`src/lbg_pkg.sv`:
```
// Shared types and constants of the LCD bar graph cell updater.
`default_nettype none
package lbg_pkg;

    localparam int unsigned CELL_BARS  = 5;
    localparam int unsigned MAX_CELLS  = 40;
    localparam logic [14:0] FILL_FULL  = 15'd25600;
    localparam logic [2:0]  GLYPH_FULL  = 3'd5;
    localparam logic [2:0]  GLYPH_BLANK = 3'd0;

    localparam logic [1:0] REG_ROW    = 2'd0;
    localparam logic [1:0] REG_START  = 2'd1;
    localparam logic [1:0] REG_LENGTH = 2'd2;

    localparam logic [1:0] EMIT_FULL  = 2'd0;
    localparam logic [1:0] EMIT_BLANK = 2'd1;
    localparam logic [1:0] EMIT_PART  = 2'd2;

    typedef struct packed {
        logic [1:0] row;
        logic [5:0] start;
        logic [5:0] len;
    } t_cfg;

    typedef struct packed {
        logic       load_in;
        logic       mul;
        logic       div;
        logic       prep;
        logic       plan;
        logic       emit;
        logic [1:0] emit_kind;
        logic       last;
        logic       step_up;
        logic       step_down;
    } t_cmd;

    typedef struct packed {
        logic in_ok;
        logic grow;
        logic shrink;
        logic full_any;
        logic blank_any;
        logic part;
        logic full_end;
        logic blank_end;
        logic slot_free;
    } t_sts;

endpackage
`default_nettype wire

```
`src/lbg_cfg.sv`:
```
// APB configuration registers of the bar graph: row, start column and length.
`default_nettype none
module lbg_cfg
    import lbg_pkg::*;
(
    input  wire         i_clk,
    input  wire         i_rst_n,
    input  wire         psel,
    input  wire         penable,
    input  wire         pwrite,
    input  wire  [3:0]  paddr,
    input  wire  [31:0] pwdata,
    output logic [31:0] prdata,
    output logic        pready,
    output t_cfg        o_cfg
);

    logic [1:0] r_row;
    logic [5:0] r_start;
    logic [5:0] r_length;
    logic       wr_en;

    assign pready = 1'b1;
    assign wr_en  = psel && penable && pwrite && pready;

    always_ff @(posedge i_clk) begin
        if (!i_rst_n) begin
            r_row    <= 2'd0;
            r_start  <= 6'd0;
            r_length <= 6'd16;
        end else if (wr_en) begin
            unique case (paddr[3:2])
                REG_ROW:    r_row    <= pwdata[1:0];
                REG_START:  r_start  <= pwdata[5:0];
                REG_LENGTH: r_length <= pwdata[5:0];
                default: ;
            endcase
        end
    end

    always_comb begin
        unique case (paddr[3:2])
            REG_ROW:    prdata = {30'd0, r_row};
            REG_START:  prdata = {26'd0, r_start};
            REG_LENGTH: prdata = {26'd0, r_length};
            default:    prdata = 32'd0;
        endcase
    end

    // clamp length to 1..40
    always_comb begin
        o_cfg.row   = r_row;
        o_cfg.start = r_start;
        if (r_length == 6'd0) begin
            o_cfg.len = 6'd1;
        end else if (r_length > 6'(MAX_CELLS)) begin
            o_cfg.len = 6'(MAX_CELLS);
        end else begin
            o_cfg.len = r_length;
        end
    end

endmodule
`default_nettype wire

```
`src/lbg_ctrl.sv`:
```
// Controller state machine that sequences target computation and cell writes.
`default_nettype none
module lbg_ctrl
    import lbg_pkg::*;
(
    input  wire   i_clk,
    input  wire   i_rst_n,
    input  wire   i_in_valid,
    output logic  o_in_ready,
    input  t_sts  i_sts,
    output t_cmd  o_cmd
);

    localparam logic [2:0] S_IDLE  = 3'd0;
    localparam logic [2:0] S_MUL   = 3'd1;
    localparam logic [2:0] S_DIV   = 3'd2;
    localparam logic [2:0] S_PREP  = 3'd3;
    localparam logic [2:0] S_PLAN  = 3'd4;
    localparam logic [2:0] S_FULL  = 3'd5;
    localparam logic [2:0] S_BLANK = 3'd6;
    localparam logic [2:0] S_PART  = 3'd7;

    logic [2:0] r_state;
    logic [2:0] n_state;

    assign o_in_ready = (r_state == S_IDLE);

    always_ff @(posedge i_clk) begin
        if (!i_rst_n) begin
            r_state <= S_IDLE;
        end else begin
            r_state <= n_state;
        end
    end

    always_comb begin
        n_state = r_state;
        o_cmd   = '0;
        unique case (r_state)
            S_IDLE: begin
                if (i_in_valid && i_sts.in_ok) begin
                    o_cmd.load_in = 1'b1;
                    n_state       = S_MUL;
                end
            end
            S_MUL: begin
                o_cmd.mul = 1'b1;
                n_state   = S_DIV;
            end
            S_DIV: begin
                o_cmd.div = 1'b1;
                n_state   = S_PREP;
            end
            S_PREP: begin
                o_cmd.prep = 1'b1;
                n_state    = S_PLAN;
            end
            S_PLAN: begin
                o_cmd.plan = 1'b1;
                priority if (i_sts.grow && i_sts.full_any) begin
                    n_state = S_FULL;
                end else if (i_sts.shrink && i_sts.blank_any) begin
                    n_state = S_BLANK;
                end else if ((i_sts.grow || i_sts.shrink) && i_sts.part) begin
                    n_state = S_PART;
                end else begin
                    n_state = S_IDLE;
                end
            end
            S_FULL: begin
                if (i_sts.slot_free) begin
                    o_cmd.emit      = 1'b1;
                    o_cmd.emit_kind = EMIT_FULL;
                    o_cmd.last      = i_sts.full_end && !i_sts.part;
                    if (i_sts.full_end) begin
                        n_state = i_sts.part ? S_PART : S_IDLE;
                    end else begin
                        o_cmd.step_up = 1'b1;
                    end
                end
            end
            S_BLANK: begin
                if (i_sts.slot_free) begin
                    o_cmd.emit      = 1'b1;
                    o_cmd.emit_kind = EMIT_BLANK;
                    o_cmd.last      = i_sts.blank_end && !i_sts.part;
                    if (i_sts.blank_end) begin
                        n_state = i_sts.part ? S_PART : S_IDLE;
                    end else begin
                        o_cmd.step_down = 1'b1;
                    end
                end
            end
            S_PART: begin
                if (i_sts.slot_free) begin
                    o_cmd.emit      = 1'b1;
                    o_cmd.emit_kind = EMIT_PART;
                    o_cmd.last      = 1'b1;
                    n_state         = S_IDLE;
                end
            end
            default: n_state = S_IDLE;
        endcase
    end

endmodule
`default_nettype wire

```
`src/lbg_dp.sv`:
```
// Datapath: target bar count, cell cursor, drawn count and output word register.
`default_nettype none
module lbg_dp
    import lbg_pkg::*;
(
    input  wire                i_clk,
    input  wire                i_rst_n,
    input  t_cmd               i_cmd,
    output t_sts               o_sts,
    input  t_cfg               i_cfg,
    input  wire signed  [15:0] i_fill_percent,
    input  wire                i_out_ready,
    output logic               o_out_valid,
    output logic        [1:0]  o_cell_row,
    output logic        [6:0]  o_cell_column,
    output logic        [2:0]  o_glyph_code,
    output logic               o_last_write
);

    function automatic logic [7:0] div100(input logic [14:0] y);
        logic [26:0] p;
        p = 27'(y) * 27'd5243;
        return p[26:19];
    endfunction

    function automatic logic [5:0] div5(input logic [7:0] x);
        logic [15:0] p;
        p = 16'(x) * 16'd205;
        return p[15:10];
    endfunction

    logic [14:0] r_raw;
    logic [5:0]  r_len;
    logic [22:0] r_prod;
    logic [7:0]  r_target;
    logic [7:0]  r_drawn;
    logic [5:0]  r_tcell;
    logic [5:0]  r_dcell;
    logic [2:0]  r_tmod;
    logic        r_grow;
    logic        r_shrink;
    logic [5:0]  r_cur;
    logic        r_out_valid;
    logic [1:0]  r_row;
    logic [6:0]  r_col;
    logic [2:0]  r_glyph;
    logic        r_last;

    logic [7:0]  total;
    logic [5:0]  gend;
    logic [5:0]  hi;
    logic [7:0]  tcell5;
    logic [5:0]  emit_cell;
    logic [2:0]  emit_glyph;

    assign total  = (8'(r_len) << 2) + 8'(r_len);
    assign gend   = (r_tcell < r_len) ? r_tcell : r_len;
    assign hi     = (r_dcell < r_len) ? r_dcell : 6'(r_len - 6'd1);
    assign tcell5 = 8'(r_tcell) * 8'd5;

    always_comb begin
        unique case (i_cmd.emit_kind)
            EMIT_FULL: begin
                emit_cell  = r_cur;
                emit_glyph = GLYPH_FULL;
            end
            EMIT_BLANK: begin
                emit_cell  = r_cur;
                emit_glyph = GLYPH_BLANK;
            end
            default: begin
                emit_cell  = r_tcell;
                emit_glyph = r_tmod;
            end
        endcase
    end

    assign o_sts.in_ok     = !i_fill_percent[15] && (i_fill_percent[14:0] <= FILL_FULL);
    assign o_sts.grow      = r_grow;
    assign o_sts.shrink    = r_shrink;
    assign o_sts.full_any  = r_dcell < gend;
    assign o_sts.blank_any = hi >= r_tcell;
    assign o_sts.part      = r_tcell < r_len;
    assign o_sts.full_end  = r_cur == 6'(gend - 6'd1);
    assign o_sts.blank_end = r_cur == r_tcell;
    assign o_sts.slot_free = !r_out_valid || i_out_ready;

    always_ff @(posedge i_clk) begin
        if (!i_rst_n) begin
            r_drawn     <= 8'd0;
            r_out_valid <= 1'b0;
            r_grow      <= 1'b0;
            r_shrink    <= 1'b0;
        end else begin
            if (i_cmd.prep) begin
                r_drawn  <= r_target;
                r_grow   <= r_target > r_drawn;
                r_shrink <= r_target < r_drawn;
            end
            if (i_cmd.emit) begin
                r_out_valid <= 1'b1;
            end else if (i_out_ready) begin
                r_out_valid <= 1'b0;
            end
        end
    end

    always_ff @(posedge i_clk) begin
        if (i_cmd.load_in) begin
            r_raw <= i_fill_percent[14:0];
            r_len <= i_cfg.len;
        end
        if (i_cmd.mul) begin
            r_prod <= 23'(total) * 23'(r_raw);
        end
        if (i_cmd.div) begin
            r_target <= div100(r_prod[22:8]);
        end
        if (i_cmd.prep) begin
            r_tcell <= div5(r_target);
            r_dcell <= div5(r_drawn);
        end
        if (i_cmd.plan) begin
            r_tmod <= 3'(r_target - tcell5);
            r_cur  <= r_grow ? r_dcell : hi;
        end else if (i_cmd.step_up) begin
            r_cur <= r_cur + 6'd1;
        end else if (i_cmd.step_down) begin
            r_cur <= r_cur - 6'd1;
        end
        if (i_cmd.emit) begin
            r_row   <= i_cfg.row;
            r_col   <= 7'(i_cfg.start) + 7'(emit_cell);
            r_glyph <= emit_glyph;
            r_last  <= i_cmd.last;
        end
    end

    assign o_out_valid   = r_out_valid;
    assign o_cell_row    = r_row;
    assign o_cell_column = r_col;
    assign o_glyph_code  = r_glyph;
    assign o_last_write  = r_last;

    a_emit_in_bar: assert property (@(posedge i_clk) disable iff (!i_rst_n)
        i_cmd.emit |-> (emit_cell < r_len))
        else $error("cell write past the end of the bar");

    a_emit_slot_free: assert property (@(posedge i_clk) disable iff (!i_rst_n)
        i_cmd.emit |-> (!r_out_valid || i_out_ready))
        else $error("output word overwritten before it was taken");

    a_glyph_range: assert property (@(posedge i_clk) disable iff (!i_rst_n)
        i_cmd.emit |=> (r_glyph <= GLYPH_FULL))
        else $error("glyph code out of range");

    a_drawn_range: assert property (@(posedge i_clk) disable iff (!i_rst_n)
        i_cmd.prep |=> (r_tcell <= r_len))
        else $error("target cell beyond bar length");

endmodule
`default_nettype wire

```
`src/lcd_bar_graph_cell_updater_unit.sv`:
```
// Top level of the LCD bar graph cell updater: registers, controller and datapath.
//
// Each accepted fill word (signed Q8.8 percent) is turned into the cell writes that
// move the drawn bar to floor(5*length*fill/25600) bars. A word below 0 or above
// 100 percent is dropped with no writes. An in-range word computes the target step
// by step (product, divide by 25600, cell split, plan), then the write sequencer
// issues one cell word per cycle through a single output register while the
// consumer takes each word, with N writes (0 to 41) per item. The next word is
// taken once the last write is queued.
`default_nettype none
module lcd_bar_graph_cell_updater_unit
    import lbg_pkg::*;
(
    input  wire                i_clk,
    input  wire                i_rst_n,
    input  wire                psel,
    input  wire                penable,
    input  wire                pwrite,
    input  wire         [3:0]  paddr,
    input  wire         [31:0] pwdata,
    output logic        [31:0] prdata,
    output logic               pready,
    input  wire                i_in_valid,
    output logic               o_in_ready,
    input  wire signed  [15:0] i_fill_percent,
    output logic               o_out_valid,
    input  wire                i_out_ready,
    output logic        [1:0]  o_cell_row,
    output logic        [6:0]  o_cell_column,
    output logic        [2:0]  o_glyph_code,
    output logic               o_last_write
);

    t_cfg cfg;
    t_cmd cmd;
    t_sts sts;

    lbg_cfg u_cfg (
        .i_clk   (i_clk),
        .i_rst_n (i_rst_n),
        .psel    (psel),
        .penable (penable),
        .pwrite  (pwrite),
        .paddr   (paddr),
        .pwdata  (pwdata),
        .prdata  (prdata),
        .pready  (pready),
        .o_cfg   (cfg)
    );

    lbg_ctrl u_ctrl (
        .i_clk      (i_clk),
        .i_rst_n    (i_rst_n),
        .i_in_valid (i_in_valid),
        .o_in_ready (o_in_ready),
        .i_sts      (sts),
        .o_cmd      (cmd)
    );

    lbg_dp u_dp (
        .i_clk          (i_clk),
        .i_rst_n        (i_rst_n),
        .i_cmd          (cmd),
        .o_sts          (sts),
        .i_cfg          (cfg),
        .i_fill_percent (i_fill_percent),
        .i_out_ready    (i_out_ready),
        .o_out_valid    (o_out_valid),
        .o_cell_row     (o_cell_row),
        .o_cell_column  (o_cell_column),
        .o_glyph_code   (o_glyph_code),
        .o_last_write   (o_last_write)
    );

endmodule
`default_nettype wire
```
`config.mk`:
```
export PLATFORM = sky130hd
export DESIGN_NAME = lcd_bar_graph_cell_updater_unit
export DESIGN_NICKNAME = d
export VERILOG_FILES = /design/src/lbg_pkg.sv /design/src/lbg_cfg.sv /design/src/lbg_ctrl.sv /design/src/lbg_dp.sv /design/src/lcd_bar_graph_cell_updater_unit.sv
export SDC_FILE = /design/constraint.sdc
export NUM_CORES = 1
export LEC_CHECK = 0
export BUFFER_PORTS_ARGS = -buffer_cell sky130_fd_sc_hd__buf_4
export CORE_MARGIN = 2
export CORE_UTILIZATION = 40
export DETAILED_ROUTE_END_ITERATION = 10
export SYNTH_ARGS = -nofsm -noshare
export SYNTH_HDL_FRONTEND = slang
export SYNTH_SLANG_ARGS = --single-unit
export TNS_END_PERCENT = 30
```
`constraint.sdc`:
```
create_clock -name i_clk -period 11.55 [get_ports i_clk]
set_clock_uncertainty 0.05 [all_clocks]
set_input_delay 1.155 -clock i_clk [delete_from_list [all_inputs] [get_ports i_clk]]
set_output_delay 1.155 -clock i_clk [all_outputs]
set_load 0.1 [all_outputs]
```
* Word level (Yosys, flattened, before mapping) *
Index checks and enable logic that the tools add are counted.

operators by class
  $add $sub $neg = 7
  order comparisons = 8
  $mul = 5
  eq/ne operators = 18
  reduce and logical (&&, ||, !) cells = 26
  mux-type cells = 38

operator list
  operator                                                                number
  6-bit 2-to-1 mux                                                        8
  8-bit by 8-bit multiplier with 16-bit output (second input constant)    2
  3-bit 2-to-1 mux                                                        10
  15-bit by 13-bit multiplier with 27-bit output (second input constant)  1
  3-bit case mux with 8 select lines                                      1
  8-bit by 15-bit multiplier with 23-bit output                           1
  6-bit less-than comparator                                              3
  6-bit case mux with 3 select lines                                      1
  6-bit by 1-bit subtractor with 6-bit output (second input constant)     3
  15-bit less-or-equal comparator (second input constant)                 1
  1-bit 2-to-1 mux                                                        13
  3-bit == test (second input constant)                                   4
  6-bit == test                                                           2
  4-bit case mux with 3 select lines                                      1
  1-bit logical AND                                                       9
  8-bit by 6-bit adder with 8-bit output                                  1
  8-bit > comparator                                                      1
  8-bit less-than comparator                                              1
  4-bit 2-to-1 mux                                                        2
  6-bit by 6-bit adder with 7-bit output                                  1
  6-bit by 1-bit adder with 6-bit output (second input constant)          1
  3-bit by 2-bit == test with 1-bit output (second input constant)        2
  6-bit >= comparator                                                     1
  6-bit > comparator (second input constant)                              1
  19 further kinds                                                        31

word-level totals
  logic and storage cells = 123
  register bits after elaboration = 114

* Depth between registers and ports, before layout *
  depth after elaboration = 11
  depth in mapped cells = 26
  mapped depth without buffers = 24

* Cells and area by module *
Synthesis repeated with hierarchy kept, for this count alone.

unflattened totals
  cell total of the unflattened synthesis = 1540
  area, all modules = 15245.9 µm²

by module, submodules not included
  module    cells an instance  area each (µm²)  times used
  lbg_dp    1368               13914.6          1
  lbg_cfg   109                925.9            1
  lbg_ctrl  63                 405.4            1

* Worst setup path before layout *
No wires, ideal clock.

  path kind = register -> register
  from = register u_dp.r_len[1]
  to = register u_dp.r_prod[22] (data pin)
  arrival time = 6.084 ns
  path buffers = 3
  setup slack = 5.156 ns
  required time = 11.240 ns
  stages on the path, launching flop included = 27
  library setup time = 0.260 ns
  clock period less this slack = 6.394 ns
  cell sequence = edfxtp_1 > clkbuf_1 > clkbuf_1 > inv_1 > fa_1 > inv_1 > a21o_1 > a21oi_1 > xnor2_1 > clkbuf_1 > and2_1 > fa_1 > inv_1 > fa_1 > fa_1 > fa_1 > inv_1 > ha_1 > a21oi_1 > o221ai_1 > a21o_1 > a221oi_2 > o21ai_1 > o211a_1 > o21a_1 > nor2_1 > xnor2_1

on the way
  cells in the longest elaborated chain, start to end = 2

ends and longest elaborated chain
  what                                           RTL line       RTL
  from (decl)                                    lbg_dp.sv:33   logic [5:0] r_len;
  from (signal assigned)                         lbg_dp.sv:111  r_len <= i_cfg.len;
  8-bit by 6-bit adder with 8-bit output         lbg_dp.sv:56   assign total = (8'(r_len) << 2) + 8'(r_len);
  8-bit by 15-bit multiplier with 23-bit output  lbg_dp.sv:114  r_prod <= 23'(total) * 23'(r_raw);
  to (signal assigned)                           lbg_dp.sv:114
  to (decl)                                      lbg_dp.sv:34   logic [22:0] r_prod;

No other way between the ends.
A chain may end at the register's enable or synchronous reset.

* Final worst setup path *
  from = register u_dp.r_len[0]
  to = register u_dp.r_prod[22] (data pin)

The elaborated chain is that of the path after synthesis.

==> metrics.md <==
| Metric | Value |
|---|---|
| Status | finished clean |
| Initial Utilization | 40.3% |
| DR WL/cell | 14.4 microns |
| Startpoint Class | flip-flop |
| Hold slack | 0.438 ns |
| Max-cap violations | 0 |
| Distinct cells, synth | 65 |
| Post-CTS Hold Buffers | 0 |
| Hold Path Class | reg2reg |
| Number of buffers inserted during clock tree synthesis | 9 |
| Cells after Synth | 1,537 |
| CP required | 11.60 ns |
| Final count of hold timing violations | 0 |
| Min cycle time layout | 7.58 ns |
| DR pass1 iterations | 5 |
| Nets | 2,078 |
| Post-synth EDFFs | 78 |
| Area Overhead vs Synth | 7.52% |
| Die area | 39,200 sq um |
| CP max FO | 21 |
| GRT Overall Usage | 16.1% |
| Fmax | 132 MHz |
| Type of element capturing the critical path | flip-flop |
| Final WL | 29.7 mm |
| Resized cells post-CTS | 0 |
| CP arrival | 7.63 ns |
| Relative slew slack | 18.0% |
| Period utilization | 65.6% |
| Synth Register Bits | 106 |
| Slew Limit Fails | 0 |
| IO Pins | 107 |
| H-tree depth | 3 |
| WS Path Type | reg2reg |
| Layout Cells excl Fill | 2,058 |
| Bufs on Longest Clock Path | 2 |
| Sequential fraction of the synthesis area | 19.3% |
| Most frequent cells in the layout | inv_1, ha_1, fa_1 |
| Synth Warn # | 0 |
| Antenna violations before repair | 0 |
| Most common cell after layout, fill and taps aside | inv_1 |
| Global-route wire length before repair | 51.1 mm |
| Via Count | 10,104 |
| Reg clk slew, reported paths | 0.09 ns |
| Slew @ Worst Pin | 1.23 ns |
| Ys async rst share | 0% |
| Fillers | 3,633 |
| Clock Latency Late Sink | 0.36 ns |
| Die W | 198 microns |
| Netlist Area Pre-Place | 15,000 sq um |
| Row count | 71 |
| DRC Markers | 0 |
| Core area | 37,300 sq um |
| ANT cells | 0 |
| Vias in the first global route | 10,456 |
| DP HPWL | 24.7 mm |
| Routed Antenna Nets | 0 |
| Avg Synthesized Cell Area | 9.78 sq um |
| 1st-iter DRT viols | 490 |
| Grt ovf | 0 |
| Largest net degree at the start of global routing | 30 |
| Root Buffer | clkbuf_16 |
| PortBufs | 51 |
| Synth Flop Type | edfxtp_1 |
| Share of cells above drive strength 1 | 5.68% |
| CTS tree | done |
| Placed Cells | 2,042 |
| Synth top area share | 22.8% |
| Chip height | 198 microns |
| Finish-stage setup viols | 0 |
| DR vias/cell | 4.91 |
| Clock sinks | 106 |
| Post-CTS setup buffers | 0 |
| Top cells by area, synth | fa_1, ha_1, edfxtp_1, inv_1, dfxtp_1 |
| RSZ-0062 raised after global routing | no |
| Area leader, netlist | fa_1 |
| Post-route setup TNS | 0 ns |
| Gpl congestion | 0.863 |
[per-stage QoR]
stage	cell area, sq um	utilization [%]	worst slack [ns]
finish	16200	43.3	3.97
global route	16200	43.3	3.51
CTS	16200	43.3	3.96
detailed placement	15900	42.5	3.98
global placement	15900	42.5	4.13
floorplan	15100	-	5.16
[cells in the mapped netlist (21+ instances only)]
cell / instances
inv_1: 324
ha_1: 269
fa_1: 171
nand2_1: 86
edfxtp_1: 78
and2_1: 66
nor2_1: 55
xnor2_1: 55
nor2b_1: 51
a21oi_1: 42
o21ai_0: 38
dfxtp_1: 28
buf_4: 27
a21o_1: 22
clkbuf_1: 22
mux2i_1: 22
nor3_1: 21
[sequential cells by signal, summed over array words and instances (netlist names), 2 cells and up]
name	count
u_cfg.r_length	6
u_cfg.r_row	2
u_cfg.r_start	6
u_ctrl.r_state	3
u_dp.o_cell_column	7
u_dp.o_cell_row	2
u_dp.o_glyph_code	3
u_dp.r_cur	6
u_dp.r_dcell	6
u_dp.r_drawn	8
u_dp.r_len	6
u_dp.r_prod	15
u_dp.r_raw	15
u_dp.r_target	8
u_dp.r_tcell	6
u_dp.r_tmod	3
[final timing paths]
kind	startpoint	endpoint	slack, ns	cells past startpoint
setup / recovery	u_dp.r_len[0]$_SDFFCE_PP1P_	u_dp.r_prod[22]$_DFFE_PP_	3.97	24
hold / removal	u_cfg.r_row[0]$_SDFFE_PN0P_	u_dp.o_cell_row[0]$_DFFE_PP_	0.44	0
setup reg to reg	u_dp.r_len[0]$_SDFFCE_PP1P_	u_dp.r_prod[22]$_DFFE_PP_	3.97	24
hold reg to reg	u_cfg.r_row[0]$_SDFFE_PN0P_	u_dp.o_cell_row[0]$_DFFE_PP_	0.44	0
[area by class of cell]
| class | instances | area (sq um) | share of cell area (%) |
|---|---|---|---|
| Multi-Input combinational cell | 1078 | 10700 | 66.2 |
| Sequential cell | 106 | 2900 | 18.0 |
| Inverter | 325 | 1220 | 7.54 |
| Tap cell | 474 | 593 | 3.67 |
| Timing Repair Buffer | 59 | 443 | 2.74 |
| Clock buffer | 10 | 250 | 1.55 |
| Clock inverter | 6 | 62.6 | 0.387 |
[routing by layer]
layer / share of wire [%] / up-vias / routed length (microns) / track usage [%]
li1: - / 5010 / - / -
met3: 2.7 / 28 / 794 / 1.55
met1: 46 / 4930 / 13800 / 22.2
met5: 0 / - / 0 / 0
met4: 1.3 / 0 / 386 / 2.95
met2: 50 / 136 / 14700 / 27.8
[cell families after synthesis]
group	share of synthesized area [%]
simple gates	11.7
flops	19.3
mux	1.99
compound gates	7.62
xor+xnor	4.01
other cells	0.0499
fa+ha+maj	45.1
buf+inv	10.2
[critical path, cell delays in order (launching register included)]
cell and delay (ns):
edfxtp_1 0.88, ha_1 0.30, inv_1 0.07, fa_1 0.45, inv_1 0.08, a21o_1 0.11, a21oi_1 0.07, xnor2_1 0.92
and2_1 0.27, fa_1 0.42, inv_1 0.09, fa_1 0.43, fa_1 0.52, fa_1 0.54, inv_1 0.04, ha_1 0.35
a21oi_1 0.16, o221ai_1 0.13, a21o_1 0.22, a221oi_2 0.36, o21ai_1 0.21, o211a_1 0.27, o21a_1 0.18, nor2_1 0.11
xnor2_1 0.07
Power is left out: the tool's default activity adds up to more than one toggle a clock period on the data nets, which glitch-free logic cannot reach.
